===== src/hw/rtl/sixteen_bit_timer_with_prescaler_unit_macros.svh =====
// Assertion macros for the sixteen-bit timer unit.
`ifndef SIXTEEN_BIT_TIMER_WITH_PRESCALER_UNIT_MACROS_SVH
`define SIXTEEN_BIT_TIMER_WITH_PRESCALER_UNIT_MACROS_SVH

`ifndef SYNTHESIS

// Property that must hold at every clock edge outside reset.
`define STWP_ASSERT(name, clk, rst_n, prop, msg) \
  name: assert property (@(posedge clk) disable iff (!rst_n) (prop)) else $error(msg);

// Condition that must never be true outside reset.
`define STWP_ASSERT_NEVER(name, clk, rst_n, cond, msg) \
  name: assert property (@(posedge clk) disable iff (!rst_n) !(cond)) else $error(msg);

`else

`define STWP_ASSERT(name, clk, rst_n, prop, msg)
`define STWP_ASSERT_NEVER(name, clk, rst_n, cond, msg)

`endif

`endif


===== src/hw/rtl/stwp_pkg.sv =====
// Types, codes and helper functions of the sixteen-bit timer unit.
package stwp_pkg;

  // Operation carried by each input item.
  typedef enum logic [1:0] {
    OP_TICK  = 2'd0,
    OP_READ  = 2'd1,
    OP_WRITE = 2'd2,
    OP_ACK   = 2'd3
  } op_e;

  // Bus register indexes.
  localparam logic [3:0] REG_CNT_LO   = 4'd0;
  localparam logic [3:0] REG_CNT_HI   = 4'd1;
  localparam logic [3:0] REG_CMPA_LO  = 4'd2;
  localparam logic [3:0] REG_CMPA_HI  = 4'd3;
  localparam logic [3:0] REG_CMPB_LO  = 4'd4;
  localparam logic [3:0] REG_CMPB_HI  = 4'd5;
  localparam logic [3:0] REG_CAPT_LO  = 4'd6;
  localparam logic [3:0] REG_CAPT_HI  = 4'd7;
  localparam logic [3:0] REG_FLAGS    = 4'd8;

  // Configuration register indexes.
  localparam logic [1:0] CFG_CLK_SEL   = 2'd0;
  localparam logic [1:0] CFG_WAVE_MODE = 2'd1;
  localparam logic [1:0] CFG_IRQ_MASK  = 2'd2;

  // Waveform modes.
  localparam logic [3:0] MODE_NORMAL   = 4'd0;
  localparam logic [3:0] MODE_CTC_CMPA = 4'd4;
  localparam logic [3:0] MODE_CTC_CAPT = 4'd12;

  // Flag register bit positions.
  localparam int unsigned FLAG_OVF_BIT   = 2;
  localparam int unsigned FLAG_MATCH_BIT = 4;

  localparam int unsigned PRESCALE_W = 11;
  localparam logic [15:0] COUNT_MAX  = 16'hFFFF;

  // Clock select codes.
  localparam logic [2:0] CS_DIV1    = 3'd1;
  localparam logic [2:0] CS_DIV8    = 3'd2;
  localparam logic [2:0] CS_DIV64   = 3'd3;
  localparam logic [2:0] CS_DIV256  = 3'd4;
  localparam logic [2:0] CS_DIV1024 = 3'd5;

  typedef struct packed {
    op_e        op;
    logic [3:0] reg_index;
    logic [7:0] write_data;
  } in_item_t;

  typedef struct packed {
    logic       mode_error;
    logic [2:0] irq_bit;
    logic       irq_valid;
    logic [7:0] read_data;
  } out_item_t;

  // Prescaler bit whose toggle advances the counter; zero when stopped.
  function automatic logic [PRESCALE_W-1:0] divider_bit(input logic [2:0] sel);
    logic [PRESCALE_W-1:0] tap;
    tap = '0;
    case (sel)
      CS_DIV1:    tap[0]  = 1'b1;
      CS_DIV8:    tap[3]  = 1'b1;
      CS_DIV64:   tap[6]  = 1'b1;
      CS_DIV256:  tap[8]  = 1'b1;
      CS_DIV1024: tap[10] = 1'b1;
      default:    tap     = '0;
    endcase
    return tap;
  endfunction

endpackage


===== src/hw/rtl/sixteen_bit_timer_with_prescaler_unit.sv =====
// Sixteen-bit timer with prescaler, byte-wide register bus and interrupt acknowledge.
// Pipeline: an item passes the input register, then the result register.
// Throughput: one item per cycle unless the result side stalls; all state is updated in the
// single pass between the input and result registers, so the next item sees it at once.
// Reset: rst_ni clears the configuration, the prescaler, all timer registers and flags,
// the high-byte latch and both stage valid bits.
`include "sixteen_bit_timer_with_prescaler_unit_macros.svh"

module sixteen_bit_timer_with_prescaler_unit
  import stwp_pkg::*;
(
  input  logic        clk_i,
  input  logic        rst_ni,
  // Configuration write channel.
  input  logic        cfg_valid_i,
  output logic        cfg_ready_o,
  input  logic [1:0]  cfg_index_i,
  input  logic [7:0]  cfg_data_i,
  // Input stream.
  input  logic        s_axis_tvalid,
  output logic        s_axis_tready,
  input  logic [15:0] s_axis_tdata,  // reg_index[3:0], write_data[11:4], zero pad
  input  logic [1:0]  s_axis_tuser,  // op[1:0]
  // Result stream.
  output logic        m_axis_tvalid,
  input  logic        m_axis_tready,
  output logic [15:0] m_axis_tdata   // read_data[7:0], irq_valid[8], irq_bit[11:9],
                                     // mode_error[12], zero pad
);

  // Configuration registers.
  logic [2:0] clk_sel_q;
  logic [3:0] wave_mode_q;
  logic [7:0] irq_mask_q;

  // Timer state.
  logic [PRESCALE_W-1:0] pres_q, pres_d;
  logic [15:0] cnt_q, cnt_d;
  logic [15:0] cmpa_q, cmpa_d;
  logic [15:0] cmpb_q, cmpb_d;
  logic [15:0] capt_q, capt_d;
  logic [7:0]  flags_q, flags_d;
  logic [7:0]  temp_q, temp_d;

  // Pipeline registers.
  logic      in_valid_q;
  in_item_t  in_q;
  logic      out_valid_q;
  out_item_t out_q;
  out_item_t res_d;

  logic      advance;
  logic      step;

  logic [PRESCALE_W-1:0] pres_inc;
  logic                  count_due;
  logic                  mode_ok;
  logic [15:0]           top;
  logic [7:0]            pend;
  logic                  irq_found;
  logic [2:0]            irq_sel;

  // Handshakes: the input stage moves on when the result register is free or drains.
  assign advance       = !out_valid_q || m_axis_tready;
  assign step          = in_valid_q && advance;
  assign s_axis_tready = !in_valid_q || advance;
  assign cfg_ready_o   = 1'b1;
  assign m_axis_tvalid = out_valid_q;
  assign m_axis_tdata  = {3'b000, out_q};

  // Configuration writes.
  always_ff @(posedge clk_i or negedge rst_ni) begin
    if (!rst_ni) begin
      clk_sel_q   <= '0;
      wave_mode_q <= '0;
      irq_mask_q  <= '0;
    end else if (cfg_valid_i) begin
      case (cfg_index_i)
        CFG_CLK_SEL:   clk_sel_q   <= cfg_data_i[2:0];
        CFG_WAVE_MODE: wave_mode_q <= cfg_data_i[3:0];
        CFG_IRQ_MASK:  irq_mask_q  <= cfg_data_i;
        default: ;
      endcase
    end
  end

  // Input register.
  always_ff @(posedge clk_i or negedge rst_ni) begin
    if (!rst_ni) begin
      in_valid_q <= 1'b0;
    end else if (s_axis_tready) begin
      in_valid_q <= s_axis_tvalid;
    end
  end

  always_ff @(posedge clk_i) begin
    if (s_axis_tvalid && s_axis_tready) begin
      in_q.op         <= op_e'(s_axis_tuser);
      in_q.reg_index  <= s_axis_tdata[3:0];
      in_q.write_data <= s_axis_tdata[11:4];
    end
  end

  // Shared terms of the tick and acknowledge paths.
  assign pres_inc  = pres_q + PRESCALE_W'(1);
  assign count_due = |((pres_q ^ pres_inc) & divider_bit(clk_sel_q));
  assign mode_ok   = (wave_mode_q == MODE_NORMAL) || (wave_mode_q == MODE_CTC_CMPA) ||
                     (wave_mode_q == MODE_CTC_CAPT);
  assign top       = (wave_mode_q == MODE_CTC_CMPA) ? cmpa_q : capt_q;
  assign pend      = flags_q & irq_mask_q;

  // Priority pick of the highest pending enabled flag.
  always_comb begin
    irq_found = 1'b0;
    irq_sel   = '0;
    for (int b = 0; b < 8; b++) begin
      if (pend[b]) begin
        irq_found = 1'b1;
        irq_sel   = 3'(b);
      end
    end
  end

  // Single pass: next state and result of the item in the input register.
  always_comb begin
    pres_d  = pres_q;
    cnt_d   = cnt_q;
    cmpa_d  = cmpa_q;
    cmpb_d  = cmpb_q;
    capt_d  = capt_q;
    flags_d = flags_q;
    temp_d  = temp_q;
    res_d   = '0;
    case (in_q.op)
      OP_TICK: begin
        pres_d = pres_inc;
        if (count_due) begin
          if (!mode_ok) begin
            res_d.mode_error = 1'b1;
          end else if (wave_mode_q != MODE_NORMAL && cnt_q == top) begin
            flags_d[FLAG_MATCH_BIT] = 1'b1;
            cnt_d = '0;
          end else if (cnt_q == COUNT_MAX) begin
            flags_d[FLAG_OVF_BIT] = 1'b1;
            cnt_d = '0;
          end else begin
            cnt_d = cnt_q + 16'd1;
          end
        end
      end
      OP_READ: begin
        case (in_q.reg_index)
          REG_CNT_LO: begin
            res_d.read_data = cnt_q[7:0];
            temp_d = cnt_q[15:8];
          end
          REG_CAPT_LO: begin
            res_d.read_data = capt_q[7:0];
            temp_d = capt_q[15:8];
          end
          REG_CNT_HI, REG_CAPT_HI: res_d.read_data = temp_q;
          REG_CMPA_LO: res_d.read_data = cmpa_q[7:0];
          REG_CMPA_HI: res_d.read_data = cmpa_q[15:8];
          REG_CMPB_LO: res_d.read_data = cmpb_q[7:0];
          REG_CMPB_HI: res_d.read_data = cmpb_q[15:8];
          REG_FLAGS:   res_d.read_data = flags_q;
          default:     res_d.read_data = '0;
        endcase
      end
      OP_WRITE: begin
        case (in_q.reg_index)
          REG_CNT_HI, REG_CMPA_HI, REG_CMPB_HI, REG_CAPT_HI: temp_d = in_q.write_data;
          REG_CNT_LO:  cnt_d  = {temp_q, in_q.write_data};
          REG_CMPA_LO: cmpa_d = {temp_q, in_q.write_data};
          REG_CMPB_LO: cmpb_d = {temp_q, in_q.write_data};
          REG_CAPT_LO: capt_d = {temp_q, in_q.write_data};
          REG_FLAGS:   flags_d = flags_q & ~in_q.write_data;
          default: ;
        endcase
      end
      OP_ACK: begin
        if (irq_found) begin
          flags_d[irq_sel] = 1'b0;
          res_d.irq_valid  = 1'b1;
          res_d.irq_bit    = irq_sel;
        end
      end
      default: ;
    endcase
  end

  // Timer state update, one item per cycle unless the result side stalls.
  always_ff @(posedge clk_i or negedge rst_ni) begin
    if (!rst_ni) begin
      pres_q  <= '0;
      cnt_q   <= '0;
      cmpa_q  <= '0;
      cmpb_q  <= '0;
      capt_q  <= '0;
      flags_q <= '0;
      temp_q  <= '0;
    end else if (step) begin
      pres_q  <= pres_d;
      cnt_q   <= cnt_d;
      cmpa_q  <= cmpa_d;
      cmpb_q  <= cmpb_d;
      capt_q  <= capt_d;
      flags_q <= flags_d;
      temp_q  <= temp_d;
    end
  end

  // Result register.
  always_ff @(posedge clk_i or negedge rst_ni) begin
    if (!rst_ni) begin
      out_valid_q <= 1'b0;
    end else if (advance) begin
      out_valid_q <= in_valid_q;
    end
  end

  always_ff @(posedge clk_i) begin
    if (step) begin
      out_q <= res_d;
    end
  end

  // A mode error only comes from a tick, which never returns read data or an interrupt.
  `STWP_ASSERT(a_err_alone, clk_i, rst_ni,
      (out_valid_q && out_q.mode_error) |-> (out_q.read_data == 8'd0 && !out_q.irq_valid),
      "mode error with other result fields set")
  // An acknowledged flag is cleared in the following cycle.
  `STWP_ASSERT(a_ack_clears, clk_i, rst_ni,
      (step && in_q.op == OP_ACK && irq_found) |=> !flags_q[$past(irq_sel)],
      "acknowledged flag still pending")
  // A held input item stays in place while the result side is stalled.
  `STWP_ASSERT(a_in_hold, clk_i, rst_ni,
      (in_valid_q && !advance) |=> (in_valid_q && $stable(in_q)),
      "input stage lost or changed a stalled item")
  // A reported interrupt carries a zero read byte and no mode error.
  `STWP_ASSERT_NEVER(a_irq_clean, clk_i, rst_ni,
      out_valid_q && out_q.irq_valid && (out_q.mode_error || out_q.read_data != 8'd0),
      "interrupt result mixed with other fields")

endmodule


===== config.mk =====
export PLATFORM = sky130hd
export DESIGN_NAME = sixteen_bit_timer_with_prescaler_unit
export DESIGN_NICKNAME = d
export VERILOG_FILES = /design/src/hw/rtl/stwp_pkg.sv /design/src/hw/rtl/sixteen_bit_timer_with_prescaler_unit.sv
export VERILOG_INCLUDE_DIRS = /design/src /design/src/hw/rtl
export SDC_FILE = /design/constraint.sdc
export NUM_CORES = 1
export LEC_CHECK = 0
export BUFFER_PORTS_ARGS = -buffer_cell sky130_fd_sc_hd__buf_4
export CORE_ASPECT_RATIO = 1.1
export CORE_UTILIZATION = 45
export DETAILED_ROUTE_END_ITERATION = 7
export PLACE_DENSITY = 0.75
export SETUP_SLACK_MARGIN = 0.2
export SYNTH_ARGS = -nofsm -noshare
export SYNTH_HDL_FRONTEND = slang
export SYNTH_SLANG_ARGS = --single-unit

===== constraint.sdc =====
create_clock -name clk_i -period 2.9 [get_ports clk_i]
set_input_delay 0.29 -clock clk_i [delete_from_list [all_inputs] [get_ports clk_i]]
set_output_delay 0.29 -clock clk_i [all_outputs]
set_load 0.01 [all_outputs]

==> results of run 1 <==
## worst max-delay path, delay by kind of cell (launching register included)
family          cells  cell delay, ns
compound gates      4            1.01
buf+inv             1            0.18
flops               1            0.39
simple gates        2            1.13
## final timing paths
check,from,slack (ns),cells past startpoint,end
setup / recovery,wave_mode_q[3]$_DFFE_PN0P_,0.05,7,cnt_q[3]$_DFFE_PN0P_
hold / removal,s_axis_tuser[0],0.03,1,in_q[12]$_DFFE_PP_
setup reg to reg,wave_mode_q[3]$_DFFE_PN0P_,0.05,7,cnt_q[3]$_DFFE_PN0P_
hold reg to reg,pres_q[9]$_DFFE_PN0P_,0.49,1,pres_q[9]$_DFFE_PN0P_
max in group asynchronous,rst_ni,2.01,3,cmpb_q[3]$_DFFE_PN0P_
min in group asynchronous,rst_ni,0.49,3,temp_q[6]$_DFFE_PN0P_
## flip-flops by register name, indices dropped and copies added (netlist names)
| signal | cells |
|---|---|
| in_q | 14 |
| temp_q | 8 |
| clk_sel_q | 3 |
| cmpa_q | 16 |
| wave_mode_q | 4 |
| m_axis_tdata | 13 |
| capt_q | 16 |
| in_valid_q | 1 |
| cmpb_q | 16 |
| pres_q | 10 |
| irq_mask_q | 8 |
| m_axis_tvalid | 1 |
| flags_q | 8 |
| cnt_q | 16 |
## logic make-up (layout without fill, tap and decap cells)
family,after synthesis,after routing,share of synthesized area [%]
multiplexers,82,82,13.4
adder cells (fa/ha/maj),2,2,0.368
AND/OR/NAND/NOR,179,179,13.5
other,2,4,0.110
flip-flops,134,134,51.3
AO/OA/AOI/OAI,140,140,14.7
XOR/XNOR,25,25,3.22
buffers and inverters,52,131,3.33
## layout by cell type (no fill, tap or decap), drive strengths merged, types with 10 or more instances in the layout
master | netlist | final
a221oi | 12 | 12
xor2 | 10 | 10
a21oi | 35 | 35
a22oi | 15 | 15
mux2 | 70 | 70
o22ai | 13 | 13
clkbuf | 26 | 17
edfxtp | 27 | 27
and3 | 11 | 11
nor3 | 12 | 12
o21ai | 17 | 17
nor2 | 29 | 29
nand2b | 15 | 15
xnor2 | 15 | 15
inv | 17 | 19
dfrtp | 107 | 107
nand3 | 29 | 29
mux2i | 12 | 12
buf | 9 | 81
nand2 | 43 | 43
## layer usage
metal | up-vias | part of all wire (%) | wire, µm
met5 | - | 0 | 0
met4 | 0 | 4.0 | 790
met3 | 53 | 7.7 | 1530
met2 | 266 | 47 | 9390
met1 | 2765 | 41 | 8080
li1 | 2429 | - | -
## power by group
| part | switching, mW | internal (mW) | total [mW] | leakage [nW] |
|---|---|---|---|---|
| Combinational | 0.650 | 0.587 | 1.24 | 1.65 |
| Sequential | 0.452 | 2.24 | 2.69 | 1.60 |
| Clock | 0.850 | 1.53 | 2.38 | 0.311 |
## layout make-up
| type | count | area (µm²) |
|---|---|---|
| multi-input cells | 432 | 3210 |
| inverters | 17 | 63.8 |
| clock buffers | 17 | 425 |
| repair buffers | 82 | 669 |
| well taps | 192 | 240 |
| clock inverters | 15 | 226 |
| flip-flops and latches | 134 | 3490 |
| fillers | 1192 | 6240 |
## per-stage QoR
| stage | setup slack [ns] | utilization [%] | setup TNS (ns) |
|---|---|---|---|
| 6_report | 0.0482 | 57.1 | 0 |
| 5_1_grt | -0.0471 | 57.1 | -0.0471 |
| 2_1_floorplan | 0.130 | - | 0 |
| 4_1_cts | 0.105 | 56.3 | 0 |
| 3_5_place_dp | 0.0549 | 51.3 | 0 |
| 3_3_place_gp | 0.159 | 51.3 | 0 |
## what timing repair did
action,in CTS,in global routing
gates resized for setup,4,21
endpoints found under the hold margin,107,0
setup buffers,2,2
pin swaps,8,16
endpoints found under the setup margin,10,17
cloned,1,0
hold buffers,1,0
==> metrics.txt, run 1 <==
post-synthesis async set-or-reset flop share 79.9%; GR met3 Demand/Resource 6.55%; met2 usage 41.7%; largest net degree at the start of global routing 108; DR DRC count 0; # nets final 719; HP Class in2reg; setup repair after global routing missed its margin true; post-route ant nets 0; final setup fails 0; Synth cell types 63; Hold Violations, Final 0; share of cells above drive strength 1 30.0%; synthesized area per cell 11.0 µm²; Top Usage Layer GRT met2; height of the chip 131 µm; DIE AREA 0.0156 mm²; Die Wd 119 µm; via count 5513; fin. max-slew vios 0; first-pass GRT wire length 30000 µm; dpl hpwl 13800 µm; CP Data Arrival Time 3.14 ns; Cell Pwr Density 758 mW/mm²; drt first pass iters 7; vias in the first global route 5297; EDFF count, synth 27; Hold WS 0.0320 ns; mean number of vias per cell 6.20; #FFs+latches synth 134; CP peak stage delay 0.58 ns; Clock Latency Late Sink 0.43 ns; Rel. slew slack 45.3%; clk sinks 134; Crit. End Element flip-flop; fin cells 889; CP max FO 5; CTS buffer count 17; initial antenna violation count 0; Yosys top cell by area dfrtp_1; DP Area 0.00747 mm²; Worst Clk Skew 0.00974 ns; DR iter-0 viols 490; average wire per standard cell 22.3 µm; # diodes 0; M1 GR Usage 33.4%; Placed Instances 851; worst vdd ir 0.000409 V; Clock Tree Root clkbuf_16; clock tree buffer depth 2; final worst path period need 2.85 ns; core area 0.0146 mm²; top post-synthesis cells by area dfrtp_1, edfxtp_1, mux2_2, a21oi_1, nand2_1; I/O pin count 52; H-tree depth 4; Port-buffer cells 43; Synth Flop Type dfrtp_1; Syn Inst Count 616; clock slew at reported path FFs 0.06 ns; Worst Setup Path Type reg2reg; Initial Util 46.7%; Placer Congestion 0.909; Seq/Total Area, Yosys 51.3%; FMAX 351 MHz; worst path cell trace or4b_4, or4_4, a221oi_4, buf_4, a31oi_4, a222oi_1, o31ai_1; Worst-Margin Slew 0.818 ns; Layout area overhead 22.4%; yosys warns 0; count leader, synth dfrtp_1; CTS tree done; period utilisation layout 98.3%; row count 46; LEAKAGE 3.57 nW; Layout Cell Area excl Fill 0.00832 mm²; post-synth top area share 39.4%; status finished clean; Synth top cells by count dfrtp_1, mux2_2, nand2_1; Total GRT Usage 26.3%; Worst Path Required 3.19 ns; grt ovf 0; Slowest-stage cell, CP or4b_4; Tot Pwr 6.30 mW; final wirelength 19800 µm; # Max-Cap Violations 0; Post-Synthesis Cell Area 0.00680 mm²; CP Launch Type flip-flop
Note: power is estimated with default switching activity, not from simulation.
==> inputs of run 2 (changes only) <==
Settings changed: PLACE_DENSITY 0.75 to 0.67.
==> metrics.txt, run 2 (synthesis results as in run 1) <==
M1 GR Usage 33.2% (-0.20 points); Cell Pwr Density 732 mW/mm² (-3.4%); via count 5420 (-1.7%); H-tree depth 4 (unchanged); Rel. slew slack 42.2% (-3.1 points); Comb pwr share 19.7% (about the same); Die Wd 119 µm (unchanged); clock tree buffer depth 2 (unchanged); row count 46 (unchanged); largest net degree at the start of global routing 53 (-51%); Crit. End Element flip-flop; LEAKAGE 3.53 nW (-1.2%); worst vdd ir 0.000394 V (-3.7%); FMAX 353 MHz (+0.63%); most frequent cells in the layout dfrtp_1, buf_4, mux2_2, nand2_1, a21oi_1; Worst Path Required 3.20 ns (about the same); Total GRT Usage 25.3% (-0.99 points); Psw 1.84 mW (-6.0%); fin. max-slew vios 0 (unchanged); period utilisation layout 97.7% (-0.61 points); Worst Hold Depth 1 (unchanged); Worst-Margin Slew 0.865 ns (+0.0471 ns); fill count 1238 (+3.9%); Port-buffer cells 43 (unchanged); average wire per standard cell 21.6 µm (-3.0%); setup repair after global routing missed its margin true; Initial Util 46.7% (unchanged); Worst Clk Skew 0.00737 ns (-0.00237 ns); Worst Setup Path Type reg2reg; mean number of vias per cell 6.12 (-1.4%); Clock Latency Late Sink 0.42 ns (about the same); worst path cell trace ha_1, nand3_1, nor4_2, buf_4, nand3_1, or4_1, a31oi_1, o32ai_2, mux2_1; delay-heaviest family, CP simple AND/OR/NAND/NOR gates; Hold Violations, Final 0 (unchanged); DR iter-0 viols 500 (+2.0%); fin cells 886 (-0.34%); Clock Tree Root clkbuf_16; initial antenna violation count 0 (unchanged); final setup fails 0 (unchanged); commonest non-fill, non-tap cell in the layout dfrtp_1; # Max-Cap Violations 0 (unchanged); final worst path period need 2.83 ns (-0.0177 ns); CTS buffer count 17 (unchanged); FF-to-FF path depth 9 (+2); GR met3 Demand/Resource 5.86% (-0.69 points); met2 usage 39.6% (-2.1 points); core area 0.0146 mm² (unchanged); status finished clean; CTS tree done; most used cell, CP nand3_1; height of the chip 131 µm (unchanged); stages on the worst setup path 9 (+2); final wirelength 19100 µm (-3.3%); CP peak stage delay 0.47 ns (-0.11 ns); Placed Instances 851 (unchanged); DR DRC count 0 (unchanged); drt first pass iters 6 (-1); grt ovf 0 (unchanged); CP Data Arrival Time 3.14 ns (about the same); # nets final 717 (-0.28%); Tot Pwr 5.99 mW (-5.1%); Layout area overhead 20.3%; CP max FO 5 (unchanged); DIE AREA 0.0156 mm² (unchanged); Slowest-stage cell, CP or4_1; share of cells above drive strength 1 28.0% (-2.0 points); vias in the first global route 5140 (-3.0%); switching share of power 30.7% (-0.29 points); clk sinks 134 (unchanged); dpl hpwl 13500 µm (-2.0%); Buf+Inv Stages, Crit Path 1 (unchanged); first-pass GRT wire length 29000 µm (-3.6%); CP Launch Type flip-flop; clock network power share 35.9% (-1.8 points); I/O pin count 52 (unchanged); post-route ant nets 0 (unchanged); # diodes 0 (unchanged); HP Class in2reg; Int Pwr 4.15 mW (-4.7%); Placer Congestion 0.933 (+2.7%); Top Usage Layer GRT met2; clock slew at reported path FFs 0.06 ns (about the same); Seq pwr share 44.4% (+1.7 points)
-- run 2: worst register-to-register path, cell delays in order, from the launching register on --
cell and delay (ns):
dfrtp_1 0.46, ha_1 0.24, nand3_1 0.17, nor4_2 0.41, buf_4 0.19, nand3_1 0.10, or4_1 0.47, a31oi_1 0.24
o32ai_2 0.11, mux2_1 0.32
-- run 2: per-stage QoR --
| stage | hold WS [ns] | instance area, µm² | utilization, % | worst slack (ns) | setup TNS, ns |
|---|---|---|---|---|---|
| after global placement | 0.289 | 7480 | 51.4 | 0.126 | 0 |
| after global routing | 0.0217 | 8180 | 56.1 | -0.0123 | -0.0123 |
| after detailed placement | 0.291 | 7480 | 51.4 | 0.0524 | 0 |
| after CTS | 0.0286 | 8080 | 55.5 | 0.105 | 0 |
| final | 0.0417 | 8180 | 56.1 | 0.0659 | 0 |
| after floorplan | -0.00559 | 6800 | - | 0.130 | 0 |
-- run 2: layout make-up --
cell class	count	area [µm²]	share of cell area, %
clock buffers	17	425	5.20
clock inverters	14	159	1.94
inverters	17	63.8	0.781
multi-input cells	432	3130	38.3
flip-flops and latches	134	3490	42.7
well taps	192	240	2.94
repair buffers	80	667	8.16
-- run 2: layer usage --
layer	up-vias	share of wire, %
met4	0	3.4
met2	260	47
li1	2436	-
met3	45	8.1
met5	-	0
met1	2679	41
-- run 2: final timing paths --
check | start | slack (ns) | endpoint
max | cnt_q[1]$_DFFE_PN0P_ | 0.07 | flags_q[2]$_DFFE_PN0P_
min | s_axis_tdata[2] | 0.04 | in_q[10]$_DFFE_PP_
max reg2reg | cnt_q[1]$_DFFE_PN0P_ | 0.07 | flags_q[2]$_DFFE_PN0P_
min reg2reg | pres_q[3]$_DFFE_PN0P_ | 0.49 | pres_q[3]$_DFFE_PN0P_
max in group asynchronous | rst_ni | 1.82 | cmpb_q[13]$_DFFE_PN0P_
min in group asynchronous | rst_ni | 0.39 | capt_q[12]$_DFFE_PN0P_
-- run 2: timing repair --
item | CTS | global route
gates resized for setup | 1 | 8
hold buffers | 1 | 0
buffers inserted | 1 | 0
cloned | 0 | 2
endpoints found under the hold margin | 33 | 0
pin swaps | 1 | 3
endpoints found under the setup margin | 25 | 32
-- run 2: power by group through the flow --
stage | registers [mW] | clock network [mW] | logic [mW]
after floorplan | 2.50 | 0 | 0.770
after global placement | 2.66 | 0 | 1.09
after detailed placement | 2.68 | 0 | 1.12
after global routing | 2.69 | 2.27 | 1.29
after CTS | 2.65 | 2.18 | 1.13
final | 2.66 | 2.15 | 1.18
==> inputs of run 3 (changes only) <==
Settings changed: ABC_AREA set to 1.
==> metrics.txt, run 3 <==
final wirelength 20900 µm (+9.0%); setup TNS 0 ns (unchanged); switching share of power 37.0% (+6.3 points); clock slew at reported path FFs 0.06 ns (about the same); fill count 1516 (+22%); # nets final 993 (+38%); status finished clean; Worst Path Required 3.24 ns (+0.04 ns); Hold Violations, Final 0 (unchanged); synthesized area per cell 7.89 µm² (-28%); final setup fails 0 (unchanged); clock network power share 30.6% (-5.3 points); drt first pass iters 5 (-1); CP Data Arrival Time 2.83 ns (-0.31 ns); Psw 2.61 mW (+42%); post-synthesis async set-or-reset flop share 79.9% (unchanged); dpl hpwl 15200 µm (+13%); Int Pwr 4.44 mW (+7.1%); period utilisation layout 86.1% (-12 points); core area 0.0157 mm² (+7.6%); vias in the first global route 6149 (+20%); setup repair after global routing missed its margin false; Rel. slew slack 26.6% (-16 points); final worst path period need 2.50 ns (-0.338 ns); post-route ant nets 0 (unchanged); final core utilization 53.0% (-3.1 points); largest net degree at the start of global routing 67 (+26%); first-pass GRT wire length 33400 µm (+16%); DIE AREA 0.0165 mm² (+5.6%); LEAKAGE 3.90 nW (+11%); worst vdd ir 0.000499 V (+27%); post-synth top area share 37.3% (-2.1 points); Comb pwr share 28.8% (+9.1 points); Total GRT Usage 27.4% (+2.1 points); height of the chip 135 µm (+2.8%); Worst Clk Skew 0.00581 ns (-0.00156 ns); Synth cell types 46 (-27%); share of cells above drive strength 1 11.5% (-16 points); Layout area overhead 15.7%; PostCTS Resize Cnt 0 (-1); # Max-Cap Violations 0 (unchanged); row count 48 (+4.3%); Initial Util 45.8% (-0.85 points); # diodes 0 (unchanged); count leader, synth nand2_1; DR iter-0 viols 592 (+18%); via count 6438 (+19%); fin. max-slew vios 0 (unchanged); EDFF count, synth 27 (unchanged); Storage cell area 0.00349 mm² (unchanged); Worst-Margin Slew 1.10 ns (+0.231 ns); Clock Tree Root clkbuf_16; clk sinks 134 (unchanged); commonest non-fill, non-tap cell in the layout nand2_1; FMAX 401 MHz (+14%); Port-buffer cells 43 (unchanged); Worst Hold Depth 1 (unchanged); FF-to-FF path depth 10 (+1); Placer Congestion 0.988 (+5.9%); Seq pwr share 40.6% (-3.8 points); Clock Latency Late Sink 0.42 ns (about the same); I/O pin count 52 (unchanged); initial antenna violation count 0 (unchanged); Cell Pwr Density 849 mW/mm² (+16%); top post-synthesis cells by area dfrtp_1, nand2_1, edfxtp_1, o21ai_0, inv_1; Die Wd 122 µm (+2.8%); Syn Inst Count 910 (+48%); HP Class in2reg; CTS tree done; flop-to-flop setup slack 0.40 ns (+0.34 ns); mean number of vias per cell 5.50 (-10%); Crit. End Element flip-flop; Worst Setup Path Type reg2reg; Synth top cells by count nand2_1, dfrtp_1, inv_1; DR DRC count 0 (unchanged); most frequent cells in the layout nand2_1, dfrtp_1, inv_1, o21ai_0, nand3_1; CP max FO 15 (+10); CTS buffer count 17 (unchanged); clock tree buffer depth 2 (unchanged); grt ovf 0 (unchanged); yosys warns 0 (unchanged); #FFs+latches synth 134 (unchanged); H-tree depth 4 (unchanged); average wire per standard cell 17.8 µm (-18%); Post-Synthesis Cell Area 0.00718 mm² (+5.7%); CP Launch Type flip-flop; Synth Flop Type dfrtp_1; Seq/Total Area, Yosys 48.6% (-2.8 points); area of the multi-input gates 0.00313 mm² (unchanged); Yosys top cell by area dfrtp_1
## run 3: cell type report
cell class | count | share of cell area, %
Multi-Input combinational cell | 640 | 37.7
Timing Repair Buffer | 59 | 5.51
Sequential cell | 134 | 42.0
Clock inverter | 13 | 1.87
Clock buffer | 19 | 5.21
Inverter | 106 | 4.79
Tap cell | 200 | 3.01
## run 3: critical path, stage by stage (launching register included)
cell     delay, ns
dfrtp_1       0.43
ha_1          0.24
nand3_1       0.11
nor2_1        0.07
nand2_1       0.13
nor3_2        0.07
nand2_1       0.08
nor2_1        0.04
nor2_1        0.82
nand3_1       0.22
a22oi_1       0.20
## run 3: layer usage
| metal | GRT usage, % | vias up | part of all wire (%) |
|---|---|---|---|
| li1 | - | 3130 | - |
| met5 | 0 | - | 0 |
| met1 | 34.5 | 2993 | 42 |
| met3 | 6.93 | 59 | 6.5 |
| met2 | 43.4 | 256 | 48 |
| met4 | 14.0 | 0 | 4.2 |
## run 3: timing repair
| item | 4_1_cts | 5_1_grt |
|---|---|---|
| setup buffers | 0 | 0 |
| hold buffers | 1 | 0 |
| endpoints found under the hold margin | 41 | 0 |
## run 3: worst paths after layout
path                                             from                      to
worst min register to register  pres_q[9]$_DFFE_PN0P_   pres_q[9]$_DFFE_PN0P_
min in group asynchronous                      rst_ni  cmpa_q[10]$_DFFE_PN0P_
worst min-delay path                  s_axis_tuser[1]      in_q[13]$_DFFE_PP_
worst max register to register   cnt_q[0]$_DFFE_PN0P_    cnt_q[2]$_DFFE_PN0P_
max in group asynchronous                      rst_ni   pres_q[2]$_DFFE_PN0P_
worst max-delay path             cnt_q[0]$_DFFE_PN0P_    cnt_q[2]$_DFFE_PN0P_
## run 3: per-stage QoR
step	power, mW	hold WS, ns	setup slack [ns]	cell area (µm²)	std cells
6_report	7.06	0.0400	0.404	8310	1171
4_1_cts	7.05	0.0258	0.433	8310	1171
5_1_grt	7.50	0.0264	0.279	8310	1171
3_3_place_gp	4.83	0.324	0.508	7720	1138
3_5_place_dp	4.87	0.321	0.472	7720	1138
2_1_floorplan	4.16	-0.00559	1.13	7190	912
## run 3: logic make-up after synthesis
logic type / Yosys count / synth area share (%)
buffers and inverters: 138 / 7.94
adders and majority gates: 2 / 0.348
other: 2 / 0.105
DFF: 134 / 48.6
muxes: 4 / 0.627
xor gates and xnor gates: 14 / 1.71
AOI/OAI and AO/OA: 192 / 15.4
and+or+nand+nor: 424 / 25.3
## run 3: power by group through the flow
stage	sequential [mW]	combinational [mW]	clock (mW)
2_1_floorplan	2.72	1.43	0
3_3_place_gp	2.87	1.96	0
3_5_place_dp	2.87	2.00	0
4_1_cts	2.85	2.02	2.19
5_1_grt	2.92	2.31	2.28
6_report	2.87	2.03	2.16
